### src/rtl/slqe_mul.sv
// Shared 32x32 unsigned multiplier with a registered product.
// Depends on nothing but the clock.
module slqe_mul (
	input  logic        clk,
	input  logic [31:0] a,
	input  logic [31:0] b,
	output logic [63:0] p
);
	logic [63:0] p_q;

	always_ff @(posedge clk) begin
		p_q <= {32'b0, a} * {32'b0, b};
	end

	assign p = p_q;
endmodule

### config.mk
export PLATFORM = sky130hd
export DESIGN_NAME = slqe_mul
export DESIGN_NICKNAME = d
export VERILOG_FILES = /design/src/rtl/slqe_mul.sv
export SDC_FILE = /design/constraint.sdc
export NUM_CORES = 2
export LEC_CHECK = 0
export BUFFER_PORTS_ARGS = -buffer_cell sky130_fd_sc_hd__buf_2
export CORE_UTILIZATION = 45
export DETAILED_ROUTE_END_ITERATION = 7
export GPL_ROUTABILITY_DRIVEN = 1
export GPL_TIMING_DRIVEN = 0
export PLACE_DENSITY = 0.6
export SYNTH_ARGS = -nofsm -noshare
export SYNTH_HDL_FRONTEND = slang
export SYNTH_SLANG_ARGS = --single-unit
### constraint.sdc
create_clock -name clk -period 10.8 [get_ports clk]
set_clock_uncertainty 0.05 [all_clocks]
set_input_delay 2.16 -clock clk [delete_from_list [all_inputs] [get_ports clk]]
set_output_delay 2.16 -clock clk [all_outputs]
set_load 0.05 [all_outputs]
==> metrics.md <==
| Metric | Value |
|---|---|
| GRT Overall Usage | 34.0% |
| Final core occ | 48.6% |
| Placer Congestion | 1.06 |
| Global-route congestion overflow total | 0 |
| Hold_ws | 2.07 ns |
| Final HPWL DP | 109000 um |
| Synthesis Warnings | 0 |
| Mean post-synth cell area | 9.25 um2 |
| Post-Syn Instances | 3748 |
| Fin. Hold Viols | 0 |
| Hold_buf cts | 0 |
| HP Start | b[0] |
| Fmax | 0.0942 GHz |
| Worst-margin pin slew | 1.31 ns |
| Asr flop ratio synth | 0% |
| Clk sinks | 64 |
| Via count | 26996 |
| Cell taking the most area after synthesis | fa_1 |
| Pin count of the biggest net entering global routing | 14 |
| Buffers on Ports | 128 |
| RSZ-0062 raised after global routing | false |
| Max reg flops | 64 |
| Initial Util | 45.6% |
| Synth top area share | 51.7% |
| DRT iter0 DRCs | 2480 |
| Critical Path Fanout Max | 10 |
| Die width | 280 um |
| Via-to-Cell Ratio | 5.48 |
| Post-route ant nets | 0 |
| Area growth, synth to finish | 6.52% |
| Relative slew slack | 12.6% |
| Nets@finish | 5111 |
| CTS H-Tree Depth | 3 |
| Cell Rows | 101 |
| HP Class | in2reg |
| CTS tree | yes |
| Setup bufs post-CTS | 0 |
| Drt pass-1 iters | 5 |
| Max Cap Viol | 0 |
| Die Span Y | 280 um |
| Number of synthesized flops with an enable pin | 0 |
| WL per Instance | 26.2 um |
| Share of cells above drive strength 1 | 4.29% |
| Vias in the first global route | 28367 |
| CP Data Arrival Time | 10.83 ns |
| Synthesized area | 34700 um2 |
| Seq/Total Area, Yosys | 3.69% |
| DIE AREA | 78200 um2 |
| Area contributors post-synth | fa_1, and2_1, ha_1 |
| Unique cell type count in the Yosys netlist | 57 |
| CP Class | in2reg |
| Yosys reg bits | 64 |
| Status | complete, no violations |
| I/O Pins | 129 |
| DRC Markers | 0 |
| Setup crit end kind | register |
| Final setup viols | 0 |
| Setup TNS | 0 ns |
| Post-Synthesis Net Count | 4972 |
| Crit start category | input pin |
| Period utilization | 98.3% |
| Final Max Slew Viols | 0 |
| Worst EP required | 11.02 ns |
| Core ar. | 76100 um2 |
| Crit path time final | 10.62 ns |
| Post-cts sizing count | 0 |
| Max Buffers Root-to-Sink | 2 |
| Clock tree root buffer cell | clkbuf_16 |
| Num CTS Buffers | 9 |
| Antenna violations before repair | 19 |
| First-pass GRT wire length | 188000 um |
| FILL cells | 7594 |
| Total Wirelength | 129000 um |
| Synth Flop Type | dfxtp_1 |
| CP Launch Point | a[13] |
| Clk slew on worst S/H paths | 0.06 ns |
==> area by class of cell <==
| class | instances | area, um2 | area share [%] |
|---|---|---|---|
| Tap cell | 1030 | 1290 | 3.49 |
| Antenna cell | 2 | 5.00 | 0.0135 |
| Timing Repair Buffer | 128 | 641 | 1.73 |
| Inverter | 865 | 3250 | 8.79 |
| Clock inverter | 7 | 103 | 0.278 |
| Sequential cell | 64 | 1280 | 3.47 |
| Clock buffer | 9 | 225 | 0.610 |
| Buffer | 220 | 833 | 2.26 |
| Multi-Input combinational cell | 2599 | 29300 | 79.4 |
==> Yosys cell counts, types with 21 or more instances <==
master      n
fa_1      896
inv_1     865
and2_1    602
nand2_1   480
ha_1      263
clkbuf_1  213
dfxtp_1    64
a21oi_1    63
a21o_1     40
xnor2_1    35
xor2_1     25
nand4_1    23
o21ai_0    21
==> layer usage <==
metal  part of all wire [%]  vias up  GRT usage (%)
met2                     45     1553           52.8
met4                    8.5        4           23.0
met5                  0.022        -              0
met1                     37    13911           43.5
li1                       -    11136              -
met3                    9.5      392           5.91
==> worst paths after layout <==
kind	endpoint	slack (ns)	depth (start not counted)
setup / recovery	p[62]	0.18	24
hold / removal	p[0]	2.07	2
==> placed cells by master, fill, tap and decap left out, types with 3 or more instances in the layout <==
cell type  instances
nand3_1           10
clkbuf_1         213
o221ai_1           3
and4_1             3
buf_2            134
nor2_1            20
xnor2_1           35
o21ai_1            5
or2_2              3
a31oi_1           12
o21bai_1          10
xor2_1            25
nand4_1           23
a221o_1            4
inv_1            865
a21o_1            40
fa_1             896
ha_1             263
or3_1              3
nand2_1          480
o21ai_0           21
a21oi_2            3
a211oi_1           3
a21oi_1           63
a21boi_1           3
a221oi_4           3
o31ai_4            3
dfxtp_1           64
or4_1              3
nor3_1             7
clkbuf_16          9
and2_1           602
and3_1            14
o21a_1             9
==> kinds of logic after synthesis <==
| group | count (synthesis) | share of synthesized area, % |
|---|---|---|
| simple gates | 1177 | 17.6 |
| xor+xnor | 60 | 1.52 |
| fa+ha+maj | 1159 | 61.2 |
| compound gates | 202 | 4.15 |
| flops | 64 | 3.69 |
| mux | 1 | 0.0289 |
| buf+inv | 1085 | 11.8 |
==> per-stage QoR <==
stage | cell area (um2) | worst slack (ns) | std cells
final | 36900 | 0.184 | 4924
after global routing | 36900 | 0.105 | 4923
after CTS | 36900 | 0.411 | 4922
after detailed placement | 36600 | 0.0646 | 4906
after global placement | 36600 | 0.0518 | 4906
after floorplan | 34700 | 1.84 | 3748
==> critical path, stage by stage <==
cell and delay [ns]:
buf_2 0.21, clkbuf_1 0.97, nand2_1 0.16, fa_1 0.51, fa_1 0.72, inv_1 0.10, fa_1 0.49, fa_1 0.46
fa_1 0.55, fa_1 0.44, fa_1 0.49, inv_1 0.05, fa_1 0.47, inv_1 0.04, ha_1 0.26, buf_2 0.17
nand4_1 0.26, or4_1 0.49, or3_1 0.43, a31oi_1 0.50, a31o_2 0.31, a211oi_1 0.12, o21ai_1 0.25, xor2_1 0.18
Power is not shown: default switching activity piles up to over one toggle a cycle in this logic, so the estimate is an artifact.
