File: config.mk
export PLATFORM = sky130hd
export DESIGN_NAME = slqe_iter
export DESIGN_NICKNAME = d
export VERILOG_FILES = /design/src/rtl/slqe_pkg.sv /design/src/rtl/slqe_iter.sv
export SDC_FILE = /design/constraint.sdc
export NUM_CORES = 1
export LEC_CHECK = 0
export ABC_AREA = 1
export BUFFER_PORTS_ARGS = -buffer_cell sky130_fd_sc_hd__buf_4
export CORE_MARGIN = 2
export CORE_UTILIZATION = 45
export DETAILED_ROUTE_END_ITERATION = 16
export HOLD_SLACK_MARGIN = 0.12
export PLACE_DENSITY_LB_ADDON = 0.1
export SKIP_CTS_REPAIR_TIMING = 1
export SLEW_MARGIN = 20
export SYNTH_ARGS = -nofsm -noshare
export SYNTH_HDL_FRONTEND = slang
export SYNTH_SLANG_ARGS = --single-unit
File: constraint.sdc
create_clock -name clk -period 3.8 [get_ports clk]
set_clock_uncertainty 0.15 [all_clocks]
set_input_delay 0.38 -clock clk [delete_from_list [all_inputs] [get_ports clk]]
set_output_delay 0.38 -clock clk [all_outputs]
set_load 0.01 [all_outputs]
File: src/rtl/slqe_pkg.sv
// Shared types and constants of the soft line quad expander.
// No dependencies; the top level and slqe_iter import it.
package slqe_pkg;

	localparam int CNT_W        = 14;
	localparam int MAX_VERTICES = 8192;

	localparam logic [CNT_W-1:0] VERTS_HARD = CNT_W'(6);
	localparam logic [CNT_W-1:0] VERTS_SOFT = CNT_W'(18);

	localparam logic [15:0] OUTER_GAIN = 16'd22938;
	localparam logic [15:0] RATIO_MAX  = 16'd62259;
	localparam logic [15:0] RATIO_HARD = 16'd65;
	localparam logic [15:0] ALPHA_MIN  = 16'd4;
	localparam logic [31:0] STEEP_K    = 32'd99999999;
	localparam logic [15:0] GAIN_RESET = 16'd4096;

	// register index, taken from paddr[2]
	localparam logic REG_SOFT_RATIO = 1'b0;
	localparam logic REG_CORE_GAIN  = 1'b1;

	typedef enum logic {
		IT_DIV  = 1'b0,
		IT_SQRT = 1'b1
	} iter_mode_t;

	typedef struct packed {
		logic       start;
		iter_mode_t mode;
	} iter_cmd_t;

	typedef enum logic [1:0] {
		OFS_NEG_HALF = 2'd0,
		OFS_NEG_CORE = 2'd1,
		OFS_POS_CORE = 2'd2,
		OFS_POS_HALF = 2'd3
	} ofs_sel_t;

	typedef enum logic {
		COL_CORE  = 1'b0,
		COL_OUTER = 1'b1
	} col_sel_t;

	typedef enum logic [1:0] {
		STRIP_HARD = 2'd0,
		STRIP_S0   = 2'd1,
		STRIP_S1   = 2'd2,
		STRIP_S2   = 2'd3
	} strip_t;

endpackage

File: src/rtl/slqe_iter.sv
// Bit-serial unit: restoring square root (32 steps) or division (31 steps).
// One shared compare/subtract serves both; uses slqe_pkg.
module slqe_iter (
	input  logic                  clk,
	input  logic                  arst_n,
	input  slqe_pkg::iter_cmd_t   cmd,
	input  logic [63:0]           opnd,
	input  logic [31:0]           dvs,
	output logic                  done,
	output logic [31:0]           res
);
	import slqe_pkg::*;

	logic        run_q, done_q;
	logic [5:0]  cnt_q;
	iter_mode_t  mode_q;
	logic [33:0] rem_q;
	logic [31:0] res_q, dvs_q;
	logic [63:0] src_q;

	logic [35:0] rem_sh, sub;
	logic [36:0] diff;
	logic        ge;

	always_comb begin
		if (mode_q == IT_SQRT) begin
			rem_sh = {rem_q, src_q[63:62]};
			sub    = {2'b0, res_q, 2'b01};
		end else begin
			rem_sh = {1'b0, rem_q, src_q[63]};
			sub    = {4'b0, dvs_q};
		end
		diff = {1'b0, rem_sh} - {1'b0, sub};
		ge   = ~diff[36];
	end

	always_ff @(posedge clk or negedge arst_n) begin
		if (!arst_n) begin
			run_q  <= 1'b0;
			done_q <= 1'b0;
			cnt_q  <= '0;
		end else begin
			done_q <= 1'b0;
			if (cmd.start) begin
				run_q <= 1'b1;
				cnt_q <= (cmd.mode == IT_SQRT) ? 6'd32 : 6'd31;
			end else if (run_q) begin
				cnt_q <= cnt_q - 6'd1;
				if (cnt_q == 6'd1) begin
					run_q  <= 1'b0;
					done_q <= 1'b1;
				end
			end
		end
	end

	always_ff @(posedge clk) begin
		if (cmd.start) begin
			mode_q <= cmd.mode;
			res_q  <= '0;
			dvs_q  <= dvs;
			if (cmd.mode == IT_SQRT) begin
				rem_q <= '0;
				src_q <= opnd;
			end else begin
				rem_q <= {3'b0, opnd[61:31]};
				src_q <= {opnd[30:0], 33'b0};
			end
		end else if (run_q) begin
			rem_q <= ge ? diff[33:0] : rem_sh[33:0];
			res_q <= {res_q[30:0], ge};
			src_q <= (mode_q == IT_SQRT) ? {src_q[61:0], 2'b0} : {src_q[62:0], 1'b0};
		end
	end

	assign done = done_q;
	assign res  = res_q;
endmodule
==> results.cfg <==
[status]
status = finished, final reports clean

[pwr]
max-vdd-ir-drop_mv = 0.283
p_total_mw = 8.20
p_sw_mw = 3.43
power_frac_clock_pct = 21.6
p_leak_nw = 6.44
power_frac_seq_pct = 31.3
p_int_mw = 4.76
combPwrFrac_pct = 47.0
swShare_pct = 41.9
p_per_area_nw_per_um2 = 602

[sta]
hold_ws_ns = 0.0816
fin_ws_ns = 0.302
fmax_ghz = 0.286
timing.final.crit_share_pct = 92.1
setup_tns_ns = 0
finalHoldViolCount = 0
worst_pin_slew_ns = 0.973
slew_headroom_pct = 35.0
fin_crit_ns = 3.50
setup_viol = 0
grt_setup_unrepaired = false
drv_slew = 0

[clock_tree]
cts.sinks = 171
h-tree-depth = 4
numCtsBuffers = 17
clockBufferDepth = 2
root_buffer = clkbuf_16
clk_latency_ns = 0.44
tritoncts = built
clk_pin_slew_ns = 0.07

[logic_synthesis]
synth-seq-cells = 171
syn_avg_cell_area_um2 = 7.47
synth_cell_types = 46
synth_area_um2 = 11300
seq_area_frac_synth_pct = 42.3
syn-num-nets = 1646
synthCells = 1509
synth-edff-count = 131
ys_warn_count = 0
postSynth.asyncResetShare_pct = 4.68
synth_ff_type = edfxtp_1

[drt]
wl_per_cell_um = 15.6
routed_wl_um = 31100
vias = 10300
drtPass1Iterations = 6
drt_iter0_drc = 807
antenna_left = 0
vias_per_cell = 5.17
drc_errors = 0

[place]
dp_slack_ns = 0.333
place_area_um2 = 12600
port_buffers = 132
gp_congestion = 0.938
place_inst = 1912
hpwl_um = 22800

[floorplan]
core_area_um2 = 24500
row_count = 57
die_area_um2 = 26300
die-height_um = 162
initial_core_util_pct = 46.1
dieWidth_um = 162
io_pins = 133

[worst_setup_path]
worst_path_dominant_cell_family = simple AND/OR/NAND/NOR gates
ff2ff_path_depth = 14
crit_top_cell = nand2_1
path_cells = inv_2, or2_2, o21ai_0, inv_1, ha_1, nand2_1, nor2_1, nand2_1, nor4_4, nand2_4, nand2_8, nand2_1, nand3_1, o21ai_0
slowest_delay_ns = 0.46
path_depth = 14
cp_num_buf_inv = 2
cp_data_required_time_ns = 3.83
crit_type = reg -> reg
crit_slowest_cell = ha_1
crit_path_end_kind = register
critPathArrivalTime_ns = 3.52
critPathLaunchType = register
worst-path-max-fanout = 37

[hold_path]
hold_path_class = in -> reg
hold_depth = 3

[cells_and_area]
n_antenna_cell = 0
drive_gt1_share_pct = 14.6
areaGrowthSynthToFinish_pct = 20.7
fin_nets = 1791
fin_util_pct = 55.6
final_area_um2 = 13600
most-common-layout-cells = nand2_1, inv_1, nor2_1
final_common_cell = nand2_1
fin_cells = 1991

[grt]
grt_pass1_vias = 9612
grt_pass1_wl_um = 49500
overflow = 0
grt_use_total_pct = 23.7
antenna_found_initial = 0
grt_max_degree = 100

[run]
drv_cap = 0
==> sequential cells by signal, summed over array words and instances, names as in the netlist <==
signal and count:
dvs_q 32, cnt_q 6, done 1, res 32, src_q 64, mode_q 1, run_q 1, rem_q 34
==> power groups by stage <==
stage | combinational [mW] | clock [mW] | sequential [mW]
6_report | 3.86 | 1.77 | 2.57
5_1_grt | 4.38 | 1.87 | 2.61
4_1_cts | 3.79 | 1.80 | 2.56
3_5_place_dp | 3.76 | 0 | 2.60
3_3_place_gp | 3.77 | 0 | 2.60
2_1_floorplan | 2.80 | 0 | 2.56
==> layer usage <==
layer,wire [um],vias up,global-route usage (%)
li1,-,5275,-
met1,15200,4696,35.5
met2,13700,298,36.3
met3,1660,33,3.32
met4,513,0,5.63
met5,0,-,0
==> cells in the mapped netlist (18+ instances only) <==
library cell    n  share of area (%)
inv_1         230                7.7
o31ai_1        18                1.2
dfxtp_1        32                5.7
nand3_1       132                5.9
ha_1           36                4.0
o22ai_1        31                1.7
o21ai_0        74                3.3
nand2_1       386                 13
edfxtp_1      131                 35
or2_2          43                2.4
o311ai_0       18                1.4
nor2_1        155                5.2
a21oi_1        27                1.2
clkbuf_1       47                1.6
==> layout make-up <==
type | count | area, um^2
Sequential cell | 171 | 4770
Clock buffer | 18 | 429
Multi-Input combinational cell | 1032 | 5300
Timing Repair Buffer | 196 | 1650
Inverter | 236 | 890
Clock inverter | 14 | 155
Fill cell | 2340 | 10900
Tap cell | 324 | 405
==> worst reg2reg max path, cell delays in order, from the launching register on <==
cell and delay, ns:
edfxtp_1 0.41, inv_2 0.20, or2_2 0.33, o21ai_0 0.14
inv_1 0.14, ha_1 0.46, nand2_1 0.15, nor2_1 0.15
nand2_1 0.15, nor4_4 0.24, nand2_4 0.21, nand2_8 0.25
nand2_1 0.09, nand3_1 0.10, o21ai_0 0.08
==> cell families after synthesis <==
group / count (synthesis) / synth area share [%]
xor+xnor: 17 / 1.32
compound gates: 233 / 13.2
flops: 171 / 42.3
fa+ha+maj: 37 / 4.17
simple gates: 745 / 28.4
buf+inv: 306 / 10.6
==> path summary, 6_finish.rpt <==
| kind | startpoint | endpoint | slack, ns |
|---|---|---|---|
| setup reg to reg | mode_q$_DFFE_PP_ | rem_q[2]$_DFFE_PP_ | 0.30 |
| max in group asynchronous | arst_n | cnt_q[5]$_DFFE_PN0P_ | 3.20 |
| min in group asynchronous | arst_n | cnt_q[2]$_DFFE_PN0P_ | 0.16 |
| setup / recovery | mode_q$_DFFE_PP_ | rem_q[2]$_DFFE_PP_ | 0.30 |
| hold reg to reg | res[31]$_SDFFE_PP0P_ | res[31]$_SDFFE_PP0P_ | 0.36 |
| hold / removal | opnd[56] | rem_q[25]$_DFFE_PP_ | 0.08 |
Note: power is estimated with default switching activity, not from simulation.
